[src/hw/rtl/tof_pkg.sv]
// ----------------------------------------------------------------------------
// Telnet option filter package
// Shared word types, telnet byte codes and job kinds of the option filter.
// ----------------------------------------------------------------------------
`timescale 1ns / 1ps

package tof_pkg;

  // Telnet command and option bytes.
  localparam logic [7:0] IAC_BYTE = 8'hFF;
  localparam logic [7:0] CMD_DO   = 8'hFD;
  localparam logic [7:0] CMD_WILL = 8'hFB;
  localparam logic [7:0] CMD_WONT = 8'hFC;
  localparam logic [7:0] CMD_SB   = 8'hFA;
  localparam logic [7:0] CMD_SE   = 8'hF0;
  localparam logic [7:0] OPT_NAWS = 8'd31;
  localparam logic [7:0] ZERO_BYTE = 8'h00;

  // Reset values of the window size registers.
  localparam logic [7:0] COLUMNS_RESET = 8'd80;
  localparam logic [7:0] ROWS_RESET    = 8'd24;

  // Configuration register indexes.
  localparam logic REG_COLUMNS = 1'b0;
  localparam logic REG_ROWS    = 1'b1;

  // Kinds of work handed from the parser to the expander.
  typedef logic [1:0] job_kind_t;
  localparam job_kind_t JOB_TEXT = 2'd0;  // one text byte
  localparam job_kind_t JOB_WONT = 2'd1;  // IAC WONT opt
  localparam job_kind_t JOB_DO   = 2'd2;  // IAC DO opt
  localparam job_kind_t JOB_NAWS = 2'd3;  // IAC WILL 31 plus window size report

  // Word index within one job's reply.
  typedef logic [3:0] word_idx_t;
  localparam word_idx_t REPLY_LAST = 4'd2;
  localparam word_idx_t NAWS_LAST  = 4'd11;

  typedef struct packed {
    job_kind_t  kind;
    logic [7:0] data;
  } job_t;

  typedef struct packed {
    logic [7:0] rx_byte;
    logic       chunk_end;
  } item_t;

  typedef struct packed {
    logic [7:0] out_byte;
    logic       to_partner;
    logic       last_of_run;
  } result_t;

endpackage

[src/hw/rtl/tof_parser.sv]
// ----------------------------------------------------------------------------
// Telnet option filter parser
// Tracks the telnet command state and turns text bytes and DO or WILL commands into jobs.
// ----------------------------------------------------------------------------
`timescale 1ns / 1ps

module tof_parser
  import tof_pkg::*;
(
  input  logic  clk,
  input  logic  rst,
  input  logic  accept,
  input  item_t item,
  output logic  job_valid,
  output job_t  job
);

  localparam logic [2:0] PH_DATA    = 3'd0;
  localparam logic [2:0] PH_IAC     = 3'd1;
  localparam logic [2:0] PH_OPTION  = 3'd2;
  localparam logic [2:0] PH_SUB     = 3'd3;
  localparam logic [2:0] PH_SUB_IAC = 3'd4;

  logic [2:0] phase;
  logic [2:0] phase_next;
  logic [7:0] pending;
  logic [7:0] pending_next;
  logic [7:0] b;

  assign b = item.rx_byte;

  always_comb begin
    phase_next   = phase;
    pending_next = pending;
    job_valid    = 1'b0;
    job.kind     = JOB_TEXT;
    job.data     = b;
    unique case (phase)
      PH_IAC: begin
        if (b == IAC_BYTE) begin
          job_valid  = 1'b1;
          phase_next = PH_DATA;
        end else if (b == CMD_SB) begin
          phase_next = PH_SUB;
        end else begin
          pending_next = b;
          phase_next   = PH_OPTION;
        end
      end
      PH_OPTION: begin
        if (pending == CMD_DO) begin
          job_valid = 1'b1;
          job.kind  = (b == OPT_NAWS) ? JOB_NAWS : JOB_WONT;
        end else if (pending == CMD_WILL) begin
          job_valid = 1'b1;
          job.kind  = JOB_DO;
        end
        pending_next = ZERO_BYTE;
        phase_next   = PH_DATA;
      end
      PH_SUB: begin
        if (b == IAC_BYTE) begin
          phase_next = PH_SUB_IAC;
        end
      end
      PH_SUB_IAC: begin
        if (b == CMD_SE) begin
          phase_next = PH_DATA;
        end else if (b != IAC_BYTE) begin
          phase_next = PH_SUB;
        end
      end
      default: begin
        if (b == IAC_BYTE) begin
          phase_next = PH_IAC;
        end else begin
          job_valid = 1'b1;
        end
      end
    endcase
    // A chunk boundary drops any sequence still open.
    if (item.chunk_end) begin
      phase_next   = PH_DATA;
      pending_next = ZERO_BYTE;
    end
  end

  always_ff @(posedge clk) begin
    if (rst) begin
      phase   <= PH_DATA;
      pending <= ZERO_BYTE;
    end else if (accept) begin
      phase   <= phase_next;
      pending <= pending_next;
    end
  end

endmodule

[src/hw/rtl/tof_queue.sv]
// ----------------------------------------------------------------------------
// Telnet option filter job queue
// Small register queue that decouples the parser from the expander.
// ----------------------------------------------------------------------------
`timescale 1ns / 1ps

module tof_queue
  import tof_pkg::*;
#(
  parameter int DEPTH = 4
) (
  input  logic clk,
  input  logic rst,
  input  logic push,
  input  job_t push_job,
  output logic full,
  input  logic pop,
  output logic empty,
  output job_t head
);

  localparam int PTR_W = (DEPTH > 1) ? $clog2(DEPTH) : 1;
  localparam int CNT_W = $clog2(DEPTH + 1);
  localparam logic [PTR_W-1:0] PTR_LAST = PTR_W'(DEPTH - 1);
  localparam logic [CNT_W-1:0] CNT_FULL = CNT_W'(DEPTH);

  job_t             mem [DEPTH];
  logic [PTR_W-1:0] wr_ptr;
  logic [PTR_W-1:0] rd_ptr;
  logic [CNT_W-1:0] count;

  assign full  = (count == CNT_FULL);
  assign empty = (count == '0);
  assign head  = mem[rd_ptr];

  always_ff @(posedge clk) begin
    if (push) begin
      mem[wr_ptr] <= push_job;
    end
  end

  always_ff @(posedge clk) begin
    if (rst) begin
      wr_ptr <= '0;
      rd_ptr <= '0;
      count  <= '0;
    end else begin
      if (push) begin
        wr_ptr <= (wr_ptr == PTR_LAST) ? '0 : wr_ptr + 1'b1;
      end
      if (pop) begin
        rd_ptr <= (rd_ptr == PTR_LAST) ? '0 : rd_ptr + 1'b1;
      end
      if (push && !pop) begin
        count <= count + 1'b1;
      end else if (pop && !push) begin
        count <= count - 1'b1;
      end
    end
  end

endmodule

[src/hw/rtl/tof_expander.sv]
// ----------------------------------------------------------------------------
// Telnet option filter expander
// Unrolls each queued job into its output words, one word per cycle while the result port is popped.
// ----------------------------------------------------------------------------
`timescale 1ns / 1ps

module tof_expander
  import tof_pkg::*;
(
  input  logic       clk,
  input  logic       rst,
  input  logic       job_ready,
  input  job_t       job,
  output logic       job_done,
  input  logic [7:0] columns,
  input  logic [7:0] rows,
  output logic       empty,
  input  logic       pop,
  output result_t    result
);

  word_idx_t idx;
  logic      out_valid;
  result_t   word;
  logic      load;

  always_comb begin
    word.to_partner  = 1'b1;
    word.out_byte    = IAC_BYTE;
    word.last_of_run = 1'b0;
    case (job.kind)
      JOB_TEXT: begin
        word.out_byte    = job.data;
        word.to_partner  = 1'b0;
        word.last_of_run = 1'b1;
      end
      JOB_WONT, JOB_DO: begin
        if (idx == 4'd0) begin
          word.out_byte = IAC_BYTE;
        end else if (idx == 4'd1) begin
          word.out_byte = (job.kind == JOB_DO) ? CMD_DO : CMD_WONT;
        end else begin
          word.out_byte = job.data;
        end
        word.last_of_run = (idx == REPLY_LAST);
      end
      default: begin
        case (idx)
          4'd0:    word.out_byte = IAC_BYTE;
          4'd1:    word.out_byte = CMD_WILL;
          4'd2:    word.out_byte = OPT_NAWS;
          4'd3:    word.out_byte = IAC_BYTE;
          4'd4:    word.out_byte = CMD_SB;
          4'd5:    word.out_byte = OPT_NAWS;
          4'd6:    word.out_byte = ZERO_BYTE;
          4'd7:    word.out_byte = columns;
          4'd8:    word.out_byte = ZERO_BYTE;
          4'd9:    word.out_byte = rows;
          4'd10:   word.out_byte = IAC_BYTE;
          default: word.out_byte = CMD_SE;
        endcase
        word.last_of_run = (idx == NAWS_LAST);
      end
    endcase
  end

  assign empty    = !out_valid;
  assign load     = job_ready && (!out_valid || pop);
  assign job_done = load && word.last_of_run;

  always_ff @(posedge clk) begin
    if (load) begin
      result <= word;
    end
  end

  always_ff @(posedge clk) begin
    if (rst) begin
      out_valid <= 1'b0;
      idx       <= '0;
    end else begin
      if (load) begin
        out_valid <= 1'b1;
        idx       <= word.last_of_run ? '0 : idx + 1'b1;
      end else if (pop) begin
        out_valid <= 1'b0;
      end
    end
  end

endmodule

[src/hw/rtl/telnet_option_filter.sv]
// ----------------------------------------------------------------------------
// Telnet option filter
// Strips telnet commands from a received byte stream and builds the
// option negotiation replies, including the window size report.
// ----------------------------------------------------------------------------
// Channel   Handshake              Payload
// input     push / full            item   : rx_byte, chunk_end
// result    empty / pop            result : out_byte, to_partner, last_of_run
// config    psel/penable/pwrite    paddr, pwdata, prdata (window size)
//
// The parser takes one byte every cycle while the job queue has room.
// A text byte leaves as one word; a WILL or plain DO reply leaves as three
// words of the expander and the window size reply as twelve, so the
// expander's word rate sets the sustained throughput on reply bursts.
// A taken byte's job is written into the queue, then its words are registered in the expander's output register.
// Reset is synchronous: the parser returns to data mode, the queue and
// the output register empty, and the window size reads 80 by 24.
// ----------------------------------------------------------------------------
`timescale 1ns / 1ps

module telnet_option_filter
  import tof_pkg::*;
#(
  parameter int QUEUE_DEPTH = 4
) (
  input  logic        clk,
  input  logic        rst,
  // Received bytes.
  input  logic        push,
  output logic        full,
  input  item_t       item,
  // Filtered text and reply words.
  output logic        empty,
  input  logic        pop,
  output result_t     result,
  // Configuration port.
  input  logic        psel,
  input  logic        penable,
  input  logic        pwrite,
  input  logic [2:0]  paddr,
  input  logic [31:0] pwdata,
  output logic [31:0] prdata,
  output logic        pready
);

  logic [7:0] window_columns;
  logic [7:0] window_rows;
  logic       accept;
  logic       job_valid;
  job_t       job;
  logic       q_full;
  logic       q_empty;
  job_t       q_head;
  logic       job_done;

  // Registers sit at byte addresses 0 and 4; the low address bits are
  // ignored, so only bit 2 selects the register.
  assign pready = 1'b1;
  assign prdata = {24'd0, (paddr[2] == REG_ROWS) ? window_rows : window_columns};

  always_ff @(posedge clk) begin
    if (rst) begin
      window_columns <= COLUMNS_RESET;
      window_rows    <= ROWS_RESET;
    end else if (psel && penable && pwrite && pready) begin
      if (paddr[2] == REG_COLUMNS) begin
        window_columns <= pwdata[7:0];
      end else begin
        window_rows <= pwdata[7:0];
      end
    end
  end

  // The front end takes a byte whenever the queue has a free slot,
  // even if the byte turns out to produce no word at all.
  assign full   = q_full;
  assign accept = push && !q_full;

  tof_parser u_parser (
    .clk       (clk),
    .rst       (rst),
    .accept    (accept),
    .item      (item),
    .job_valid (job_valid),
    .job       (job)
  );

  tof_queue #(
    .DEPTH (QUEUE_DEPTH)
  ) u_queue (
    .clk      (clk),
    .rst      (rst),
    .push     (accept && job_valid),
    .push_job (job),
    .full     (q_full),
    .pop      (job_done),
    .empty    (q_empty),
    .head     (q_head)
  );

  // The back end reads the window size registers live; the user must change them only
  // while nothing is in flight, as the block itself does not enforce this.
  tof_expander u_expander (
    .clk       (clk),
    .rst       (rst),
    .job_ready (!q_empty),
    .job       (q_head),
    .job_done  (job_done),
    .columns   (window_columns),
    .rows      (window_rows),
    .empty     (empty),
    .pop       (pop),
    .result    (result)
  );

endmodule

[config.mk]
export PLATFORM = sky130hd
export DESIGN_NAME = telnet_option_filter
export DESIGN_NICKNAME = d
export VERILOG_FILES = /design/src/hw/rtl/tof_pkg.sv /design/src/hw/rtl/tof_parser.sv /design/src/hw/rtl/tof_queue.sv /design/src/hw/rtl/tof_expander.sv /design/src/hw/rtl/telnet_option_filter.sv
export SDC_FILE = /design/constraint.sdc
export NUM_CORES = 1
export LEC_CHECK = 0
export ABC_AREA = 1
export ABC_CLOCK_PERIOD_IN_PS = 3630
export BUFFER_PORTS_ARGS = -buffer_cell sky130_fd_sc_hd__buf_2
export CAP_MARGIN = 20
export CORE_MARGIN = 1
export CORE_UTILIZATION = 55
export DETAILED_ROUTE_END_ITERATION = 6
export GPL_ROUTABILITY_DRIVEN = 0
export GPL_TIMING_DRIVEN = 0
export PLACE_DENSITY = 0.76
export SYNTH_ARGS = -nofsm -noshare
export SYNTH_HDL_FRONTEND = slang
export SYNTH_SLANG_ARGS = --single-unit
[constraint.sdc]
create_clock -name clk -period 3.63 [get_ports clk]
set_input_delay 0.1815 -clock clk [delete_from_list [all_inputs] [get_ports clk]]
set_output_delay 0.1815 -clock clk [all_outputs]
set_load 0.005 [all_outputs]
## Word level (Yosys, flattened, before mapping)

Memories as Yosys holds them, arrays and structs flattened. A register that Yosys moved wholly into a read port is not among the register bits.
Index checks and enable logic that the tools add are counted.

- Flip-flop bits (word level): 49
- Latch bits: 0
- RAM bits: 40
- Memory bits (read-only): 0
- Input bits: 51
- Output and inout bits: 45
- Word-level logic and storage cells: 120
- Memories kept: 1

Memory list:

| name | depth | width | read ports | clocked after Yosys merged registers in | wr ports | line | RTL |
|---|---|---|---|---|---|---|---|
| u_queue.mem | 4 | 10 | 1 | 1 | 1 | tof_queue.sv:27 | `job_t mem [DEPTH];` |

- Add/sub/neg operators: 5
- Multiply operators: 0
- Divide/modulo/power cells: 0
- $lt $le $gt $ge: 0
- Equality and inequality tests: 31
- Shift-type cells: 0
- Mux-type cells: 40
- Bitwise gates (word level): 1
- Reductions and logical operators: 30

Operators with widths:

| cell | count |
|---|---|
| 8-bit case mux with 7 select lines | 1 |
| 8-bit 2-to-1 mux | 6 |
| 8-bit == test, second input constant | 5 |
| 8-bit case mux with 2 select lines | 2 |
| 3-bit 2-to-1 mux | 8 |
| 4-bit by 3-bit == test with 1-bit output, second input constant | 4 |
| 4-bit == test, second input constant | 4 |
| 2-bit 2-to-1 mux | 8 |
| 3-bit case mux with 4 select lines | 1 |
| 1-bit 2-to-1 mux | 11 |
| 4-bit by 2-bit == test with 1-bit output, second input constant | 2 |
| 8-bit by 5-bit == test with 1-bit output, second input constant | 1 |
| 1-bit logical AND | 8 |
| 8-bit inequality test, second input constant | 1 |
| 4-bit AND reduction | 2 |
| 2-bit OR reduction | 4 |
| 2-bit == test, second input constant | 3 |
| 3-bit by 2-bit == test with 1-bit output, second input constant | 2 |
| 3-bit == test, second input constant | 2 |
| 3-bit inequality test, second input constant | 2 |
| 1-bit logical NOT | 5 |
| 5-bit nonzero test | 1 |
| 2-bit by 1-bit adder with 2-bit output, second input constant | 2 |
| 4-bit by 1-bit adder with 4-bit output, second input constant | 1 |
| 19 further kinds | 21 |

## Longest topological paths before layout

- Depth after elaboration: 9
- Mapped depth: 20
- Depth with buffers taken out: 18

## Modules after synthesis

Synthesis repeated with hierarchy kept, for this count alone.

- Cell total of the unflattened synthesis: 625
- Area, all modules: 5013.6 um^2

By module, submodules not included:

| module | times used | cells each | area an instance (um^2) | seq. area each (um^2) |
|---|---|---|---|---|
| tof_queue | 1 | 156 | 1958.1 | 1381.3 |
| tof_expander | 1 | 173 | 1161.1 | 400.4 |
| telnet_option_filter | 1 | 153 | 999.7 | 320.3 |
| tof_parser | 1 | 143 | 894.6 | 220.2 |

## Worst setup path after synthesis

Ideal clock, no wire load.

- Path type: register -> register
- From: reg with a tool-made name
- To: reg u_queue.count[1]
- Setup time: 0.120 ns
- Arrival time: 2.593 ns
- Data required time: 3.510 ns
- Slack: 0.917 ns
- Stages on the path, launching flop included: 18
- Path buffers: 2
- Clock period less this slack: 2.713 ns
- Cell sequence: dfxtp_1 -> buf_4 -> inv_1 -> buf_2 -> nand2_1 -> a32oi_1 -> inv_1 -> ha_1 -> nand3_1 -> nand3_1 -> nand2_2 -> nor2_4 -> inv_2 -> ha_1 -> inv_1 -> fa_1 -> o21ai_0 -> a21oi_1

RTL lines:

| item | line | RTL |
|---|---|---|
| end signal: assignment | tof_queue.sv:55 | `count <= count + 1'b1;` |
| end signal: assignment | tof_queue.sv:57 | `count <= count - 1'b1;` |
| end: declaration | tof_queue.sv:30 | `logic [CNT_W-1:0] count;` |

==> out/results.tsv <==
stage	metric	value	unit
clock_network	H-tree Lvls	3	
floorplan	die width	95.8	um
drt	DRC viols	0	
synth	Compound-Gate Fraction of Synth Area	0.100	
timing	setup ws final	0.516	ns
clock_network	Skew-Pair Late Insertion Delay	0.36	ns
timing	fin crit share	0.858	
drt	Final ANT Viol Nets	0	
power_and_ir_drop	power consumption	3.49	mW
critical_path	CP endpoint kind	flip-flop	
place	Buffers on Ports	44	
synth	yosys warns	0	
floorplan	IO Pins	96	
clock_network	post-cts resize count	0	
critical_path	arrival time at the worst endpoint	3.36	ns
critical_path	Worst setup endpoint	u_queue.count[1]	
clock_network	# clock sinks	91	
grt	initial antenna violation count	0	
grt	global-route wire length before repair	16400	um
drt	DRT Pass-1 Iters	5	
floorplan	core area	8380	um2
critical_path	Setup Crit Path Kind	flip-flop to flip-flop	
synth	Synth Instances	588	
drt	DR WL/cell	12.9	um
timing	Slew @ Worst Pin	0.825	ns
cells_and_area	Antenna diodes	0	
critical_path	R2R cell count	17	
synth	register area share after synthesis	0.480	
timing	top achievable clock speed	0.321	GHz
synth	FF+latch count, synth	91	
critical_path	worst stage delay on the critical path	0.42	ns
critical_path	critical path's slowest cell	fa_1	
timing	final setup violation count	0	
power_and_ir_drop	leakage power	2.52	nW
synth	fraction of synthesized cell area in xor and xnor cells	0.00543	
synth	multiplexer share of the synthesized area	0	
hold_path	Hold Path Class	input port to flip-flop	
critical_path	most used cell, CP	inv_1	
clock_network	Max Buffers Root-to-Sink	2	
timing	RSZ-0062 raised after global routing	no	
timing	WHS	0.00969	ns
drt	DRT Wirelength	10000	um
drt	via count	3904	
job	max cap viols	0	
synth	combinational family with the most area after synthesis	simple AND/OR/NAND/NOR gates	
critical_path	reg-to-reg critical path endpoint	u_queue.count[1]	
critical_path	crit path launch type	flip-flop	
critical_path	worst-path fanout max	10	
grt	vias in the first global route	3675	
critical_path	Cell Chain, Critical Path	buf_4, inv_1, buf_2, nand2_1, a32oi_1, inv_1, ha_1, nand3_1, nand3_1, nand2_2, nor2_4, inv_2, ha_1, inv_1, fa_1, o21ai_0, a21oi_1	
timing	Slew Limit Fails	0	
timing	crit path time final	3.11	ns
timing	final setup TNS	0	ns
synth	Simple-Gate Fraction of Synth Area	0.276	
floorplan	Std-Cell Rows	33	
synth	Mapped Area	4840	um2
critical_path	Req. time, crit path	3.88	ns
cells_and_area	fraction of layout cells with a size suffix above 1	0.227	
cells_and_area	P&R area growth vs syn	13.7	%
grt	pin count of the biggest net entering global routing	17	
outcome	status	complete, no violations	
place	detailed placement HPWL	7430	um
place	Place WS	0.543	ns
grt	global route total overflow	0	
clock_network	CTS Root Cell	clkbuf_8	
clock_network	CTS Buf Count	9	
timing	final number of hold-violating endpoints	0	
synth	Syn Area/Cell	8.23	um2
cells_and_area	nets	731	
clock_network	post-CTS setup buffer count	0	
clock_network	clk slew on worst S/H paths	0.09	ns
grt	total global-route track usage	0.233	
synth	Post-Synth Adder-Cell Area	0.0377	
synth	post-synth cell types	34	
hold_path	min-delay src	rst	
drt	Starting DRT DRC Count	155	
clock_network	CTS tree	built	
clock_network	# hold bufs at CTS	0	
critical_path	R2R setup slack	0.52	ns
timing	Clock Skews	0.00923	ns
drt	vias per cell	5.03	
power_and_ir_drop	PwrDens	635	nW/um2
power_and_ir_drop	maximum vdd drop	384	uV
timing	Max-slew headroom	0.450	
floorplan	DIE AREA	9180	um2
floorplan	Starting Density	0.577	
floorplan	die height	95.8	um
## cells in the mapped netlist
cell type / count / share of area
inv_2: 10 / 0.0078
nor2_2: 12 / 0.016
nand4_2: 1 / 0.0026
inv_1: 50 / 0.039
o21ai_0: 45 / 0.047
a21oi_4: 1 / 0.0034
o22ai_1: 6 / 0.0078
nand2_1: 131 / 0.10
a21oi_2: 2 / 0.0036
edfxtp_1: 50 / 0.31
nor3_1: 2 / 0.0021
nand3_2: 3 / 0.0062
nand4_1: 4 / 0.0052
nand2_2: 12 / 0.016
nand3_1: 22 / 0.023
clkbuf_1: 4 / 0.0031
xor2_1: 3 / 0.0054
buf_2: 6 / 0.0062
o21ai_1: 9 / 0.0093
o21ai_2: 3 / 0.0054
o211ai_1: 1 / 0.0016
a32oi_1: 2 / 0.0036
buf_4: 27 / 0.042
dfxtp_1: 41 / 0.17
fa_1: 1 / 0.0041
ha_1: 13 / 0.034
o21ai_4: 1 / 0.0034
nor2_1: 94 / 0.073
a21oi_1: 15 / 0.016
conb_1: 2 / 0.0016
nand2_4: 4 / 0.0093
nor2_4: 9 / 0.021
inv_4: 1 / 0.0013
nor4b_1: 1 / 0.0018
## cells by family after synthesis
| family | Yosys count |
|---|---|
| XOR/XNOR | 3 |
| other | 2 |
| flip-flops | 91 |
| buffers and inverters | 98 |
| AND/OR/NAND/NOR | 295 |
| adder cells (fa/ha/maj) | 14 |
| AO/OA/AOI/OAI | 85 |
## layout by cell type, fill, tap and decap left out, drive strengths merged, types with 3 or more instances in the layout
| master | count |
|---|---|
| a21oi | 18 |
| buf | 77 |
| clkbuf | 13 |
| clkinv | 3 |
| conb | 25 |
| dfxtp | 41 |
| edfxtp | 50 |
| ha | 13 |
| inv | 63 |
| nand2 | 147 |
| nand3 | 25 |
| nand4 | 5 |
| nor2 | 115 |
| o21ai | 58 |
| o22ai | 6 |
| xor2 | 3 |
## how the worst min path moves through the flow
stage                             endpoint  slack [ns]  cells past startpoint
after floorplan           u_queue.count[0]        0.25                      1
after global routing      u_queue.count[0]        0.02                      2
final                     u_queue.count[0]        0.01                      2
after detailed placement  u_queue.count[0]        0.38                      2
after global placement    u_queue.count[0]        0.37                      2
after CTS                 u_queue.count[0]       0.008                      2
## registers in the layout (all words and copies together), names as in the netlist, named ones only
signal,count
u_queue.rd_ptr,2
window_rows,8
window_columns,8
u_queue.wr_ptr,2
u_queue.count,3
u_expander.out_valid,1
u_queue.mem,40
u_expander.result,10
u_parser.pending,8
u_expander.idx,4
u_parser.phase,3
## area by class of cell
class                      count  area [um2]
fill                         711        2880
sequential                    91        2320
multi-input combinational    422        2120
buffer                        37         248
inverter                      61         231
timing repair buffer          44         220
tap                          105         131
clock buffer                   9         124
clock inverter                 7         100
## per-layer routing
metal | vias up | routed length [um] | global-route usage
li1 | 2011 | - | -
met1 | 1768 | 4450 | 0.298
met3 | 9 | 537 | 0.0355
met4 | 0 | 104 | 0.0709
met2 | 116 | 4940 | 0.407
met5 | - | 0 | 0
## where the power goes
part           internal [mW]  total [mW]  switching [mW]  leakage, nW
registers               1.33        1.41          0.0813        0.798
logic                  0.458        1.31           0.854         1.61
clock network          0.394       0.774           0.379        0.114
total                   2.18        3.49            1.31         2.52
## per-stage QoR
stage,utilization,instance area (um2),instances
floorplan,-,4930,611
global placement,0.630,5280,760
detailed placement,0.630,5280,760
CTS,0.656,5500,776
global route,0.656,5500,776
finish,0.656,5500,776
## worst max-delay path: cells and delay by family (launching register included)
kind            cells  cell delay, ns
fa+ha+maj           3            0.99
compound gates      3            0.54
buf+inv             6            0.68
flops               1            0.32
simple gates        5            0.48
Note: power is estimated with default switching activity, not from simulation.
